`src/rtl/poly_pkg.sv`:
```
`timescale 1ns / 1ps

package poly_pkg;

    // Widths of the datapath
    localparam int P_BITS  = 130;              // p = 2^130 - 5
    localparam int ACC_W   = P_BITS + 1;       // accumulator, kept below 2^131
    localparam int A_W     = ACC_W + 1;        // accumulator plus padded block
    localparam int KEY_W   = 128;
    localparam int BLK_W   = KEY_W + 1;        // block with pad bit
    localparam int DIGIT_W = 8;                // key bits consumed per cycle
    localparam int DIGITS  = KEY_W / DIGIT_W;
    localparam int DCNT_W  = $clog2(DIGITS);
    localparam int PROD_W  = A_W + DIGIT_W;
    localparam int SUM_W   = PROD_W + 1;
    localparam int HI_W    = SUM_W - P_BITS;
    localparam int CNT_W   = 5;
    localparam int BYTES   = KEY_W / 8;

    localparam logic [63:0] R_CLAMP_LOW  = 64'h0ffffffc0fffffff;
    localparam logic [63:0] R_CLAMP_HIGH = 64'h0ffffffc0ffffffc;

    // Register map (64-bit registers at 8-byte strides)
    typedef enum logic [1:0] {
        REG_R_LOW  = 2'd0,
        REG_R_HIGH = 2'd1,
        REG_S_LOW  = 2'd2,
        REG_S_HIGH = 2'd3
    } t_cfg_reg;

    typedef enum logic [2:0] {
        S_IDLE,
        S_MUL,
        S_FOLD,
        S_SUB,
        S_TAG
    } t_state;

    typedef enum logic [2:0] {
        ACC_HOLD,
        ACC_LOAD,
        ACC_MUL,
        ACC_FOLD,
        ACC_SUB,
        ACC_CLEAR
    } t_acc_cmd;

    typedef struct packed {
        t_acc_cmd           cmd;
        logic [BLK_W-1:0]   block;
    } t_acc_ctrl;

    typedef struct packed {
        logic [63:0]        data_high;
        logic [63:0]        data_low;
        logic [CNT_W-1:0]   byte_count;
        logic               last_block;
    } t_in_item;

    typedef struct packed {
        logic [63:0] tag_high;
        logic [63:0] tag_low;
    } t_out_item;

    // Keep the valid bytes and append the 0x01 pad byte; counts above 16 act as 16
    function automatic logic [BLK_W-1:0] pad_block(input logic [KEY_W-1:0] data,
                                                   input logic [CNT_W-1:0] count);
        logic [CNT_W-1:0] c;
        logic [BLK_W-1:0] blk;
        c   = (count > CNT_W'(BYTES)) ? CNT_W'(BYTES) : count;
        blk = '0;
        for (int i = 0; i < BYTES; i++) begin
            if (CNT_W'(i) < c) begin
                blk[8*i +: 8] = data[8*i +: 8];
            end
        end
        blk = blk | (BLK_W'(1) << {c, 3'b000});
        return blk;
    endfunction

endpackage

```
`src/rtl/poly_cfg.sv`:
```
`timescale 1ns / 1ps

module poly_cfg (
    input  logic                         i_clk,
    input  logic                         i_rst_n,
    input  logic                         psel,
    input  logic                         penable,
    input  logic                         pwrite,
    input  logic [4:0]                   paddr,
    input  logic [63:0]                  pwdata,
    output logic [63:0]                  prdata,
    output logic                         pready,
    output logic [poly_pkg::KEY_W-1:0]   o_r_key,
    output logic [poly_pkg::KEY_W-1:0]   o_s_key
);

    logic [63:0]        r_r_low, r_r_high, r_s_low, r_s_high;
    logic               wr_en;
    poly_pkg::t_cfg_reg sel;

    assign pready = 1'b1;
    assign wr_en  = psel && penable && pwrite;
    assign sel    = poly_pkg::t_cfg_reg'(paddr[4:3]);

    // Key registers
    always_ff @(posedge i_clk) begin
        if (!i_rst_n) begin
            r_r_low  <= '0;
            r_r_high <= '0;
            r_s_low  <= '0;
            r_s_high <= '0;
        end else if (wr_en) begin
            case (sel)
                poly_pkg::REG_R_LOW:  r_r_low  <= pwdata;
                poly_pkg::REG_R_HIGH: r_r_high <= pwdata;
                poly_pkg::REG_S_LOW:  r_s_low  <= pwdata;
                poly_pkg::REG_S_HIGH: r_s_high <= pwdata;
                default: ;
            endcase
        end
    end

    // Read back
    always_comb begin
        case (sel)
            poly_pkg::REG_R_LOW:  prdata = r_r_low;
            poly_pkg::REG_R_HIGH: prdata = r_r_high;
            poly_pkg::REG_S_LOW:  prdata = r_s_low;
            poly_pkg::REG_S_HIGH: prdata = r_s_high;
            default:              prdata = '0;
        endcase
    end

    // r is clamped on use
    assign o_r_key = {r_r_high & poly_pkg::R_CLAMP_HIGH, r_r_low & poly_pkg::R_CLAMP_LOW};
    assign o_s_key = {r_s_high, r_s_low};

endmodule

```
`config.mk`:
```
export PLATFORM = sky130hd
export DESIGN_NAME = poly_cfg
export DESIGN_NICKNAME = d
export VERILOG_FILES = /design/src/rtl/poly_pkg.sv /design/src/rtl/poly_cfg.sv
export SDC_FILE = /design/constraint.sdc
export NUM_CORES = 1
export LEC_CHECK = 0
export BUFFER_PORTS_ARGS = -buffer_cell sky130_fd_sc_hd__buf_4
export CAP_MARGIN = 40
export CORE_AREA = 2 2 154 156
export DETAILED_ROUTE_END_ITERATION = 7
export DIE_AREA = 0 0 156 158
export PLACE_DENSITY = 0.78
export SLEW_MARGIN = 20
export SYNTH_ARGS = -nofsm -noshare
export SYNTH_HDL_FRONTEND = slang
export SYNTH_SLANG_ARGS = --single-unit
```
`constraint.sdc`:
```
create_clock -name i_clk -period 2.7 [get_ports i_clk]
set_input_delay 0.675 -clock i_clk [delete_from_list [all_inputs] [get_ports i_clk]]
set_output_delay 0.675 -clock i_clk [all_outputs]
set_load 0.005 [all_outputs]
```
==> results.cfg <==
[run_status]
outcome = finished, final reports clean

[yosys]
ranking_of_synthesized_cells_by_area = sky130_fd_sc_hd__dfxtp_1 (43%), sky130_fd_sc_hd__mux2i_1 (22%), sky130_fd_sc_hd__mux4_2 (12%)
post_synthesis_cell_area_sq_um = 11800
synth-compound-area-share_pct = 0
proportion_of_synthesized_area_in_mux_cells_pct = 33.93
synth_enable_flop_cells = 0
synth_top_area_share_pct = 43.44
synth_seq_area_share_pct = 43.44
library_cells_used_by_synthesis = 16
synthesis.instances = 1111
synth_xor_xnor_area_share_pct = 0
synth_simple_gate_area_share_pct = 10.52
postSynthRegisterBits = 256
synthTopCellsByCount = sky130_fd_sc_hd__nand2_1 (320), sky130_fd_sc_hd__dfxtp_1 (256), sky130_fd_sc_hd__mux2i_1 (256)
synth_async_sr_flop_share_pct = 0
synth_top_family_by_area = multiplexers
yosysTopAreaCell = sky130_fd_sc_hd__dfxtp_1
post-synth-top-count-cell = sky130_fd_sc_hd__nand2_1
dominantRegCellSynth = sky130_fd_sc_hd__dfxtp_1
syn_area_per_cell_sq_um = 10.62
synth-adder-area-share_pct = 0
synth_warnings = 0

[grt]
grt_start_max_net_pins = 77
grt_pass1_vias = 8519
antenna_found_initial = 0
grt_use_total_pct = 23.75
wire_length_of_the_first_global_routing_pass_um = 46580
overflow = 0

[clocking]
cts_resized = 0
clkLatencyLatePin_ns = 0.52
clock_tree.root_cell = sky130_fd_sc_hd__clkbuf_16
clock_sink_count = 256
cts_clk_pin_slew_worst_paths_ns = 0.06
cts-root-to-sink-buffers = 3
cts_tree = yes
post_cts_hold_buffer_count = 0
h_tree_depth = 1
cts_setup_buffers = 0
cts_made_buffers = 25

[floorplanning]
die_area_sq_um = 24650
placement_rows = 56
boundaryPins = 395
dieWidth_um = 156
floorplan.die.height_um = 158
starting_density_pct = 51.18
floorplan_core_area_sq_um = 23050

[power]
power.static_leakage_nw = 6.968
totalPowerFinal_w = 0.007831
power.ir.vdd_worst_uv = 349.5
ratio_of_total_power_to_cell_area_nw_per_um2 = 530.1

[setup_path]
critPathMaxFanout = 10
timing_worst_setup_path_type = in2out
timing.critical_path.to_type = output port
reg2reg_depth = 2
worst_ep_required_time_ns = 2.03
reg2reg_to = r_r_low[52]
crit-reg2reg-launch = r_r_low[52]
cp_data_arrival_time_ns = 1.81
r2r_setup_slack_ns = 1.94
startpoint_type = input port

[timing]
fmaxAchievable_mhz = 401.7
timing.clock.skew_ns = 0
fin_ws_ns = 0.2106
timing.final.crit_period_ns = 2.489
final-hold-violation-count = 0
rsz0062_at_grt = false
fin_setup_tns_ns = 0
max-slew-margin-rel_pct = 63.16
holdWs_ns = 0.4598
timing.final.max_slew_violations = 0
timing.final.crit_share_pct = 92.20
finalSetupViolations = 0
max_slew.worst_pin.slew_ns = 0.5526

[place]
dp_slack_ns = 0.2019
io_buffers = 368
place.detailed.hpwl_um = 21910
globalplace.congestion = 0.8172

[routing]
wirelength_um = 30860
vias_per_cell = 5.269
detailroute.via_count = 8736
drt.antenna.violating_nets = 0
drtIter0Drc = 396
detail_route.drc_violations = 0
avgRoutedWirePerCell_um = 18.61
first_pass_iters = 4

[finish]
final.fill_count = 1851
final_nets = 1423
ratio_of_cells_with_drive_above_1_in_the_final_layout_pct = 36.84
n_antenna_cell = 0
area_delta_synth_final_pct = 25.21
finish.utilization_pct = 64.08

[min_path]
hold_path_end = r_r_high[61]
timing.hold.worst_path_depth = 2
min-delay-path-class = reg2reg
hold_crit_start = r_r_high[61]

[job]
timing.max_cap.violations = 0
-- state kept, by name (all words and copies together) (netlist names) --
name and count:
r_r_high 64, r_r_low 64, r_s_high 64, r_s_low 64
-- critical path, cell delays in order --
cell,delay (ns)
sky130_fd_sc_hd__buf_4,0.17
sky130_fd_sc_hd__buf_4,0.27
sky130_fd_sc_hd__mux4_2,0.54
sky130_fd_sc_hd__buf_4,0.15
-- report_power, final --
part	total, W	switching (W)	internal [W]	leakage (nW)
Combinational	0.000589	0.000303	0.000286	4.50
Clock	0.00338	0.00145	0.00192	0.399
Sequential	0.00387	0.0000413	0.00383	2.07
Total	0.00783	0.00180	0.00603	6.97
-- cell families after synthesis --
family / Yosys count
other cells: 2
flops: 256
simple gates: 326
buf+inv: 207
mux: 320
-- how the worst max path moves through the flow --
| stage | from | endpoint | depth (start not counted) |
|---|---|---|---|
| final | paddr[3] | prdata[49] | 4 |
| after global routing | paddr[3] | prdata[0] | 4 |
| after CTS | paddr[3] | prdata[49] | 4 |
| after detailed placement | paddr[3] | prdata[49] | 4 |
| after global placement | paddr[3] | prdata[33] | 4 |
| after floorplan | paddr[3] | prdata[52] | 4 |
-- cells in the final DEF (no fill, tap or decap) --
cell                        Yosys  layout
sky130_fd_sc_hd__mux2i_1      256     256
sky130_fd_sc_hd__clkbuf_8       0       4
sky130_fd_sc_hd__buf_12         0      13
sky130_fd_sc_hd__nand4_1        1       1
sky130_fd_sc_hd__nor2_4         1       1
sky130_fd_sc_hd__clkbuf_1      31       6
sky130_fd_sc_hd__buf_4        140     382
sky130_fd_sc_hd__clkinv_4       0       1
sky130_fd_sc_hd__clkinv_2       0       7
sky130_fd_sc_hd__or3_4          0       1
sky130_fd_sc_hd__or2_4          0       1
sky130_fd_sc_hd__clkbuf_16      0      25
sky130_fd_sc_hd__conb_1         2      23
sky130_fd_sc_hd__buf_8          0       1
sky130_fd_sc_hd__nand3_1        1       1
sky130_fd_sc_hd__inv_6          0       2
sky130_fd_sc_hd__nor3_2         0       1
sky130_fd_sc_hd__inv_1          1       1
sky130_fd_sc_hd__nand2_1      320     320
sky130_fd_sc_hd__bufinv_16      0       1
sky130_fd_sc_hd__mux4_2        64      64
sky130_fd_sc_hd__dfxtp_1      256     256
-- final cells by class --
cell class | count | area (sq um) | share of cell area, %
Multi-Input combinational cell | 669 | 5344 | 36.17
Inverter | 1 | 3.754 | 0.02541
Tap cell | 290 | 362.8 | 2.456
Sequential cell | 256 | 5125 | 34.69
Clock buffer | 35 | 703.2 | 4.760
Timing Repair Buffer | 396 | 3143 | 21.28
Clock inverter | 11 | 91.34 | 0.6183
-- per-stage QoR --
step / area, sq um / instances
floorplan: 11880 / 1132
finish: 14770 / 1658
global route: 14770 / 1658
global placement: 13980 / 1612
detailed placement: 13980 / 1612
CTS: 14770 / 1658
-- per-layer routing --
layer	up-vias	GRT usage, %	part of all wire, %	routed length (um)
met3	47	6.159	8.2	2533
met1	4281	29.34	40	12360
met4	0	5.417	2.0	616
met5	-	0	0	0
li1	4087	-	-	-
met2	321	41.78	50	15350
Power figures use the tool's default switching activity.
