===== src/rtl/poly_pkg.sv =====
`timescale 1ns / 1ps

package poly_pkg;

    // Widths of the datapath
    localparam int P_BITS  = 130;              // p = 2^130 - 5
    localparam int ACC_W   = P_BITS + 1;       // accumulator, kept below 2^131
    localparam int A_W     = ACC_W + 1;        // accumulator plus padded block
    localparam int KEY_W   = 128;
    localparam int BLK_W   = KEY_W + 1;        // block with pad bit
    localparam int DIGIT_W = 8;                // key bits consumed per cycle
    localparam int DIGITS  = KEY_W / DIGIT_W;
    localparam int DCNT_W  = $clog2(DIGITS);
    localparam int PROD_W  = A_W + DIGIT_W;
    localparam int SUM_W   = PROD_W + 1;
    localparam int HI_W    = SUM_W - P_BITS;
    localparam int CNT_W   = 5;
    localparam int BYTES   = KEY_W / 8;

    localparam logic [63:0] R_CLAMP_LOW  = 64'h0ffffffc0fffffff;
    localparam logic [63:0] R_CLAMP_HIGH = 64'h0ffffffc0ffffffc;

    // Register map (64-bit registers at 8-byte strides)
    typedef enum logic [1:0] {
        REG_R_LOW  = 2'd0,
        REG_R_HIGH = 2'd1,
        REG_S_LOW  = 2'd2,
        REG_S_HIGH = 2'd3
    } t_cfg_reg;

    typedef enum logic [2:0] {
        S_IDLE,
        S_MUL,
        S_FOLD,
        S_SUB,
        S_TAG
    } t_state;

    typedef enum logic [2:0] {
        ACC_HOLD,
        ACC_LOAD,
        ACC_MUL,
        ACC_FOLD,
        ACC_SUB,
        ACC_CLEAR
    } t_acc_cmd;

    typedef struct packed {
        t_acc_cmd           cmd;
        logic [BLK_W-1:0]   block;
    } t_acc_ctrl;

    typedef struct packed {
        logic [63:0]        data_high;
        logic [63:0]        data_low;
        logic [CNT_W-1:0]   byte_count;
        logic               last_block;
    } t_in_item;

    typedef struct packed {
        logic [63:0] tag_high;
        logic [63:0] tag_low;
    } t_out_item;

    // Keep the valid bytes and append the 0x01 pad byte; counts above 16 act as 16
    function automatic logic [BLK_W-1:0] pad_block(input logic [KEY_W-1:0] data,
                                                   input logic [CNT_W-1:0] count);
        logic [CNT_W-1:0] c;
        logic [BLK_W-1:0] blk;
        c   = (count > CNT_W'(BYTES)) ? CNT_W'(BYTES) : count;
        blk = '0;
        for (int i = 0; i < BYTES; i++) begin
            if (CNT_W'(i) < c) begin
                blk[8*i +: 8] = data[8*i +: 8];
            end
        end
        blk = blk | (BLK_W'(1) << {c, 3'b000});
        return blk;
    endfunction

endpackage


===== src/rtl/poly_acc.sv =====
`timescale 1ns / 1ps

module poly_acc (
    input  logic                         i_clk,
    input  logic                         i_rst_n,
    input  poly_pkg::t_acc_ctrl          i_ctrl,
    input  logic [poly_pkg::KEY_W-1:0]   i_r_key,
    output logic [poly_pkg::ACC_W-1:0]   o_h,
    output logic                         o_last_digit
);

    localparam int ACC_W   = poly_pkg::ACC_W;
    localparam int A_W     = poly_pkg::A_W;
    localparam int KEY_W   = poly_pkg::KEY_W;
    localparam int DIGIT_W = poly_pkg::DIGIT_W;
    localparam int PROD_W  = poly_pkg::PROD_W;
    localparam int SUM_W   = poly_pkg::SUM_W;
    localparam int HI_W    = poly_pkg::HI_W;
    localparam int P_BITS  = poly_pkg::P_BITS;
    localparam int DCNT_W  = poly_pkg::DCNT_W;

    logic [ACC_W-1:0]  r_h, n_h;
    logic [A_W-1:0]    r_a, n_a;
    logic [KEY_W-1:0]  r_rsh, n_rsh;
    logic [DCNT_W-1:0] r_digit, n_digit;

    logic [PROD_W-1:0] prod;
    logic [SUM_W-1:0]  wsum;
    logic [HI_W-1:0]   hi;
    logic [ACC_W-1:0]  z_next, fold_next, g, sub_next;

    // Horner step: z = z*2^8 + a*digit, bits above 2^130 folded back times 5
    assign prod   = PROD_W'(r_a) * PROD_W'(r_rsh[KEY_W-1 -: DIGIT_W]);
    assign wsum   = SUM_W'({r_h, {DIGIT_W{1'b0}}}) + SUM_W'(prod);
    assign hi     = wsum[SUM_W-1:P_BITS];
    assign z_next = ACC_W'(wsum[P_BITS-1:0]) + ACC_W'({hi, 2'b00}) + ACC_W'(hi);

    // Final reduction: fold bit 130, then one conditional subtract of p
    assign fold_next = ACC_W'(r_h[P_BITS-1:0]) + (r_h[P_BITS] ? ACC_W'(5) : ACC_W'(0));
    assign g         = r_h + ACC_W'(5);
    assign sub_next  = g[P_BITS] ? ACC_W'(g[P_BITS-1:0]) : r_h;

    always_comb begin
        n_h     = r_h;
        n_a     = r_a;
        n_rsh   = r_rsh;
        n_digit = r_digit;
        case (i_ctrl.cmd)
            poly_pkg::ACC_LOAD: begin
                n_a     = A_W'(r_h) + A_W'(i_ctrl.block);
                n_h     = '0;
                n_rsh   = i_r_key;
                n_digit = '0;
            end
            poly_pkg::ACC_MUL: begin
                n_h     = z_next;
                n_rsh   = r_rsh << DIGIT_W;
                n_digit = r_digit + DCNT_W'(1);
            end
            poly_pkg::ACC_FOLD:  n_h = fold_next;
            poly_pkg::ACC_SUB:   n_h = sub_next;
            poly_pkg::ACC_CLEAR: n_h = '0;
            default: ;
        endcase
    end

    // Accumulator and digit counter
    always_ff @(posedge i_clk) begin
        if (!i_rst_n) begin
            r_h     <= '0;
            r_digit <= '0;
        end else begin
            r_h     <= n_h;
            r_digit <= n_digit;
        end
    end

    // Operand and key shift register
    always_ff @(posedge i_clk) begin
        r_a   <= n_a;
        r_rsh <= n_rsh;
    end

    assign o_h          = r_h;
    assign o_last_digit = (r_digit == DCNT_W'(poly_pkg::DIGITS - 1));

endmodule


===== config.mk =====
export PLATFORM = sky130hd
export DESIGN_NAME = poly_acc
export DESIGN_NICKNAME = d
export VERILOG_FILES = /design/src/rtl/poly_pkg.sv /design/src/rtl/poly_acc.sv
export SDC_FILE = /design/constraint.sdc
export NUM_CORES = 2
export LEC_CHECK = 0
export BUFFER_PORTS_ARGS = -buffer_cell sky130_fd_sc_hd__clkbuf_2
export CAP_MARGIN = 10
export CORE_MARGIN = 5
export CORE_UTILIZATION = 45
export DETAILED_ROUTE_END_ITERATION = 7
export GPL_TIMING_DRIVEN = 0
export PLACE_DENSITY_LB_ADDON = 0.08
export SYNTH_ARGS = -nofsm -noshare
export SYNTH_HDL_FRONTEND = slang
export SYNTH_SLANG_ARGS = --single-unit

===== constraint.sdc =====
create_clock -name i_clk -period 14.6 [get_ports i_clk]
set_input_delay 2.19 -clock i_clk [delete_from_list [all_inputs] [get_ports i_clk]]
set_output_delay 2.19 -clock i_clk [all_outputs]
set_load 0.01 [all_outputs]

==> impl_metrics.csv <==
group,metric,value,unit
route,dr.pass1.iters,6,
critical_path,worstPathRequired,15220,ps
route,vias,75200,
placed_design,hpwlAfterDp,335000,um
logic_synthesis,yosysTopAreaCell,"fa_1",
finish,layout_common_cells,"1198 x nand2_1, 1157 x inv_1, 922 x fa_1, 812 x and2_1, 545 x a21oi_1",
finish,mostFrequentLayoutCell,"nand2_1",
critical_path,cp-end-kind,"register",
clock_tree,clk_pin_slew,70,ps
clock_tree,clock-sinks,395,
timing,fin_crit_sh,0.981,
logic_synthesis,syn_inst,8927,
die,num_rows,146,
critical_path,cp.arrival,14940,ps
logic_synthesis,synth_top_flop_cell,"edfxtp_1",
route,routed_wl,405000,um
outcome,violations,"max-capacitance violations, max-slew violations",
job,cap_violations,2,
global_route,grt_max_degree,80,
clock_tree,cts_buffer_depth,3,
route,antenna_left,0,
logic_synthesis,ys_ff_latch,395,
worst_hold_path,holdCritPathClass,"register to register",
global_route,grt_use_total,0.468,
finish,multi_input_area,0.0552,sq mm
die,fp.dieW,409,um
die,dieArea,0.167,sq mm
timing,final-max-slew-violation-count,23,
global_route,grt_overflow,0,
clock_tree,cts_tree,"yes",
critical_path,cpMostUsedCell,"inv_1",
logic_synthesis,yosysSeqAreaShare,0.147,
finish,regArea,0.0105,sq mm
global_route,grt_pass1_vias,73200,
critical_path,crit_path_max_incr_delay,900,ps
route,via_per_inst,6.50,
die,coreArea,0.158,sq mm
die,io_pins,394,
die,initial_core_util,0.452,
timing,setup_viol,0,
global_route,antenna_found_initial,67,
global_route,grt_pass1_wl,554000,um
clock_tree,ctsHoldBuffers,0,
timing,final_hold_viol_count,0,
finish,area_growth,10.7,%
clock_tree,cts_buffers,54,
clock_tree,htreeDepth,2,
logic_synthesis,yosysWarnings,0,
die,die_h,409,um
logic_synthesis,async_flop_share,0,
critical_path,path_class,"register to register",
placed_design,routabilityCongestion,1.09,
timing,tightest_slew,1600,ps
timing,relSlewSlack,-0.0662,
timing,setup_ws,272,ps
finish,drive_above_1_share,0.0829,
logic_synthesis,synth_nets,10400,
route,drcViolationCount,0,
timing,post-route-min-period,14330,ps
route,routedWlPerCell,34.9,um
finish,num-nets-final,10900,
timing,fin_skew,72.8,ps
route,drtIter0Drc,9946,
critical_path,critical_path.slowest_cell,"xnor2_1",
placed_design,io_buffers,391,
timing,fmax,69.8,MHz
logic_synthesis,synth_edf_count,260,
timing,rsz0062_at_grt,"false",
outcome,status,"finished with violations",
logic_synthesis,synth_top_area_share,0.258,
logic_synthesis,synth_cell_type_count,114,
finish,fillCellCount,15400,
clock_tree,insertion_delay,720,ps
logic_synthesis,syn-cell-area,0.0715,sq mm
critical_path,worst_setup_path_start_kind,"register",
logic_synthesis,avgSynthCellArea,8.01,sq um
logic_synthesis,synth.area.top_cells,"fa_1 26%, edfxtp_1 11%, and2_1 7.1%, nand2_1 6.3%, inv_1 6.1%",
clock_tree,clockRootBuffer,"clkbuf_16",
critical_path,worstPathMaxFanout,12,
placed_design,pre_cts_slack,-2560,ps
flip-flops by register name, summed over array words and instances, names as in the netlist:
| register | count |
|---|---|
| r_a | 132 |
| r_rsh | 128 |
| r_digit | 4 |
| o_h | 131 |
cells by family after synthesis:
group / Yosys count / synth area share
buf+inv: 1593 / 0.0847
xor+xnor: 340 / 0.0416
compound gates: 1892 / 0.169
simple gates: 3461 / 0.244
flops: 395 / 0.147
mux: 9 / 0.00131
fa+ha+maj: 1237 / 0.313
stage by stage:
step | util | hold WS [ps] | cell area, sq um | TNS, ps | cells
after CTS | 0.498 | 454 | 78800 | 0 | 11500
after global placement | 0.481 | 431 | 76100 | -755650 | 11400
after floorplan | - | 414 | 71500 | 0 | 8927
after global routing | 0.500 | 485 | 79100 | 0 | 11500
after detailed placement | 0.484 | 443 | 76500 | -150270 | 11400
final | 0.501 | 447 | 79200 | 0 | 11600
critical path: cells and delay by family, from the launching register on:
kind            cells  cell delay, ps
fa+ha+maj           7            3290
compound gates     13            3090
flops               1             410
simple gates       13            4200
buf+inv            12            1850
xor+xnor            2            1360
area by class of cell:
cell class,instances,area share
sequential,395,0.133
multi-input combinational,6939,0.697
clock inverter,36,0.00570
timing repair buffer,447,0.0339
clock buffer,64,0.0190
tap,2072,0.0327
antenna,45,0.00142
inverter,1158,0.0550
buffer,429,0.0225
synthesized netlist by cell type (32+ instances only):
cell type     n
xnor2_1     206
a211oi_1     77
edfxtp_1    260
inv_1      1158
nor4_1       70
o22ai_1      46
nand2_1    1198
fa_1        922
nand3_1     186
buf_2        46
o31ai_1      39
a21o_1      150
nand2b_1     41
or4_1        32
nor2_1      470
o21ai_0     438
o211ai_1     38
a31oi_1      91
a221oi_1     42
and3_1       73
o21bai_1     49
o21a_1       61
nor3_1      152
clkbuf_1    367
ha_1        315
and2_1      812
nand4_1     205
nor2b_1      40
a21oi_1     545
or3_1        53
dfxtp_1     135
xor2_1      134
a22oi_1      35
metal layers:
metal	track usage	up-vias	wire (um)
met5	0.00575	-	303
met2	0.655	5543	160000
li1	-	31100	-
met1	0.587	37300	152000
met3	0.237	1277	64900
met4	0.248	42	27600
path summary, 6_finish.rpt:
path | from | cells past startpoint | endpoint | slack, ps
setup / recovery | r_rsh[127] | 47 | o_h[85] | 270
hold reg to reg | r_digit[3] | 1 | r_digit[3] | 450
hold / removal | r_digit[3] | 1 | r_digit[3] | 450
setup reg to reg | r_rsh[127] | 47 | o_h[85] | 270
timing repair:
item	CTS	global route
gates resized for setup	55	82
hold endpoints to repair	0	0
setup endpoints to repair	110	74
pin swaps	1	1
setup buffers	16	4
Power is left out: the tool's default activity adds up to more than one toggle a clock period on the data nets, which glitch-free logic cannot reach.
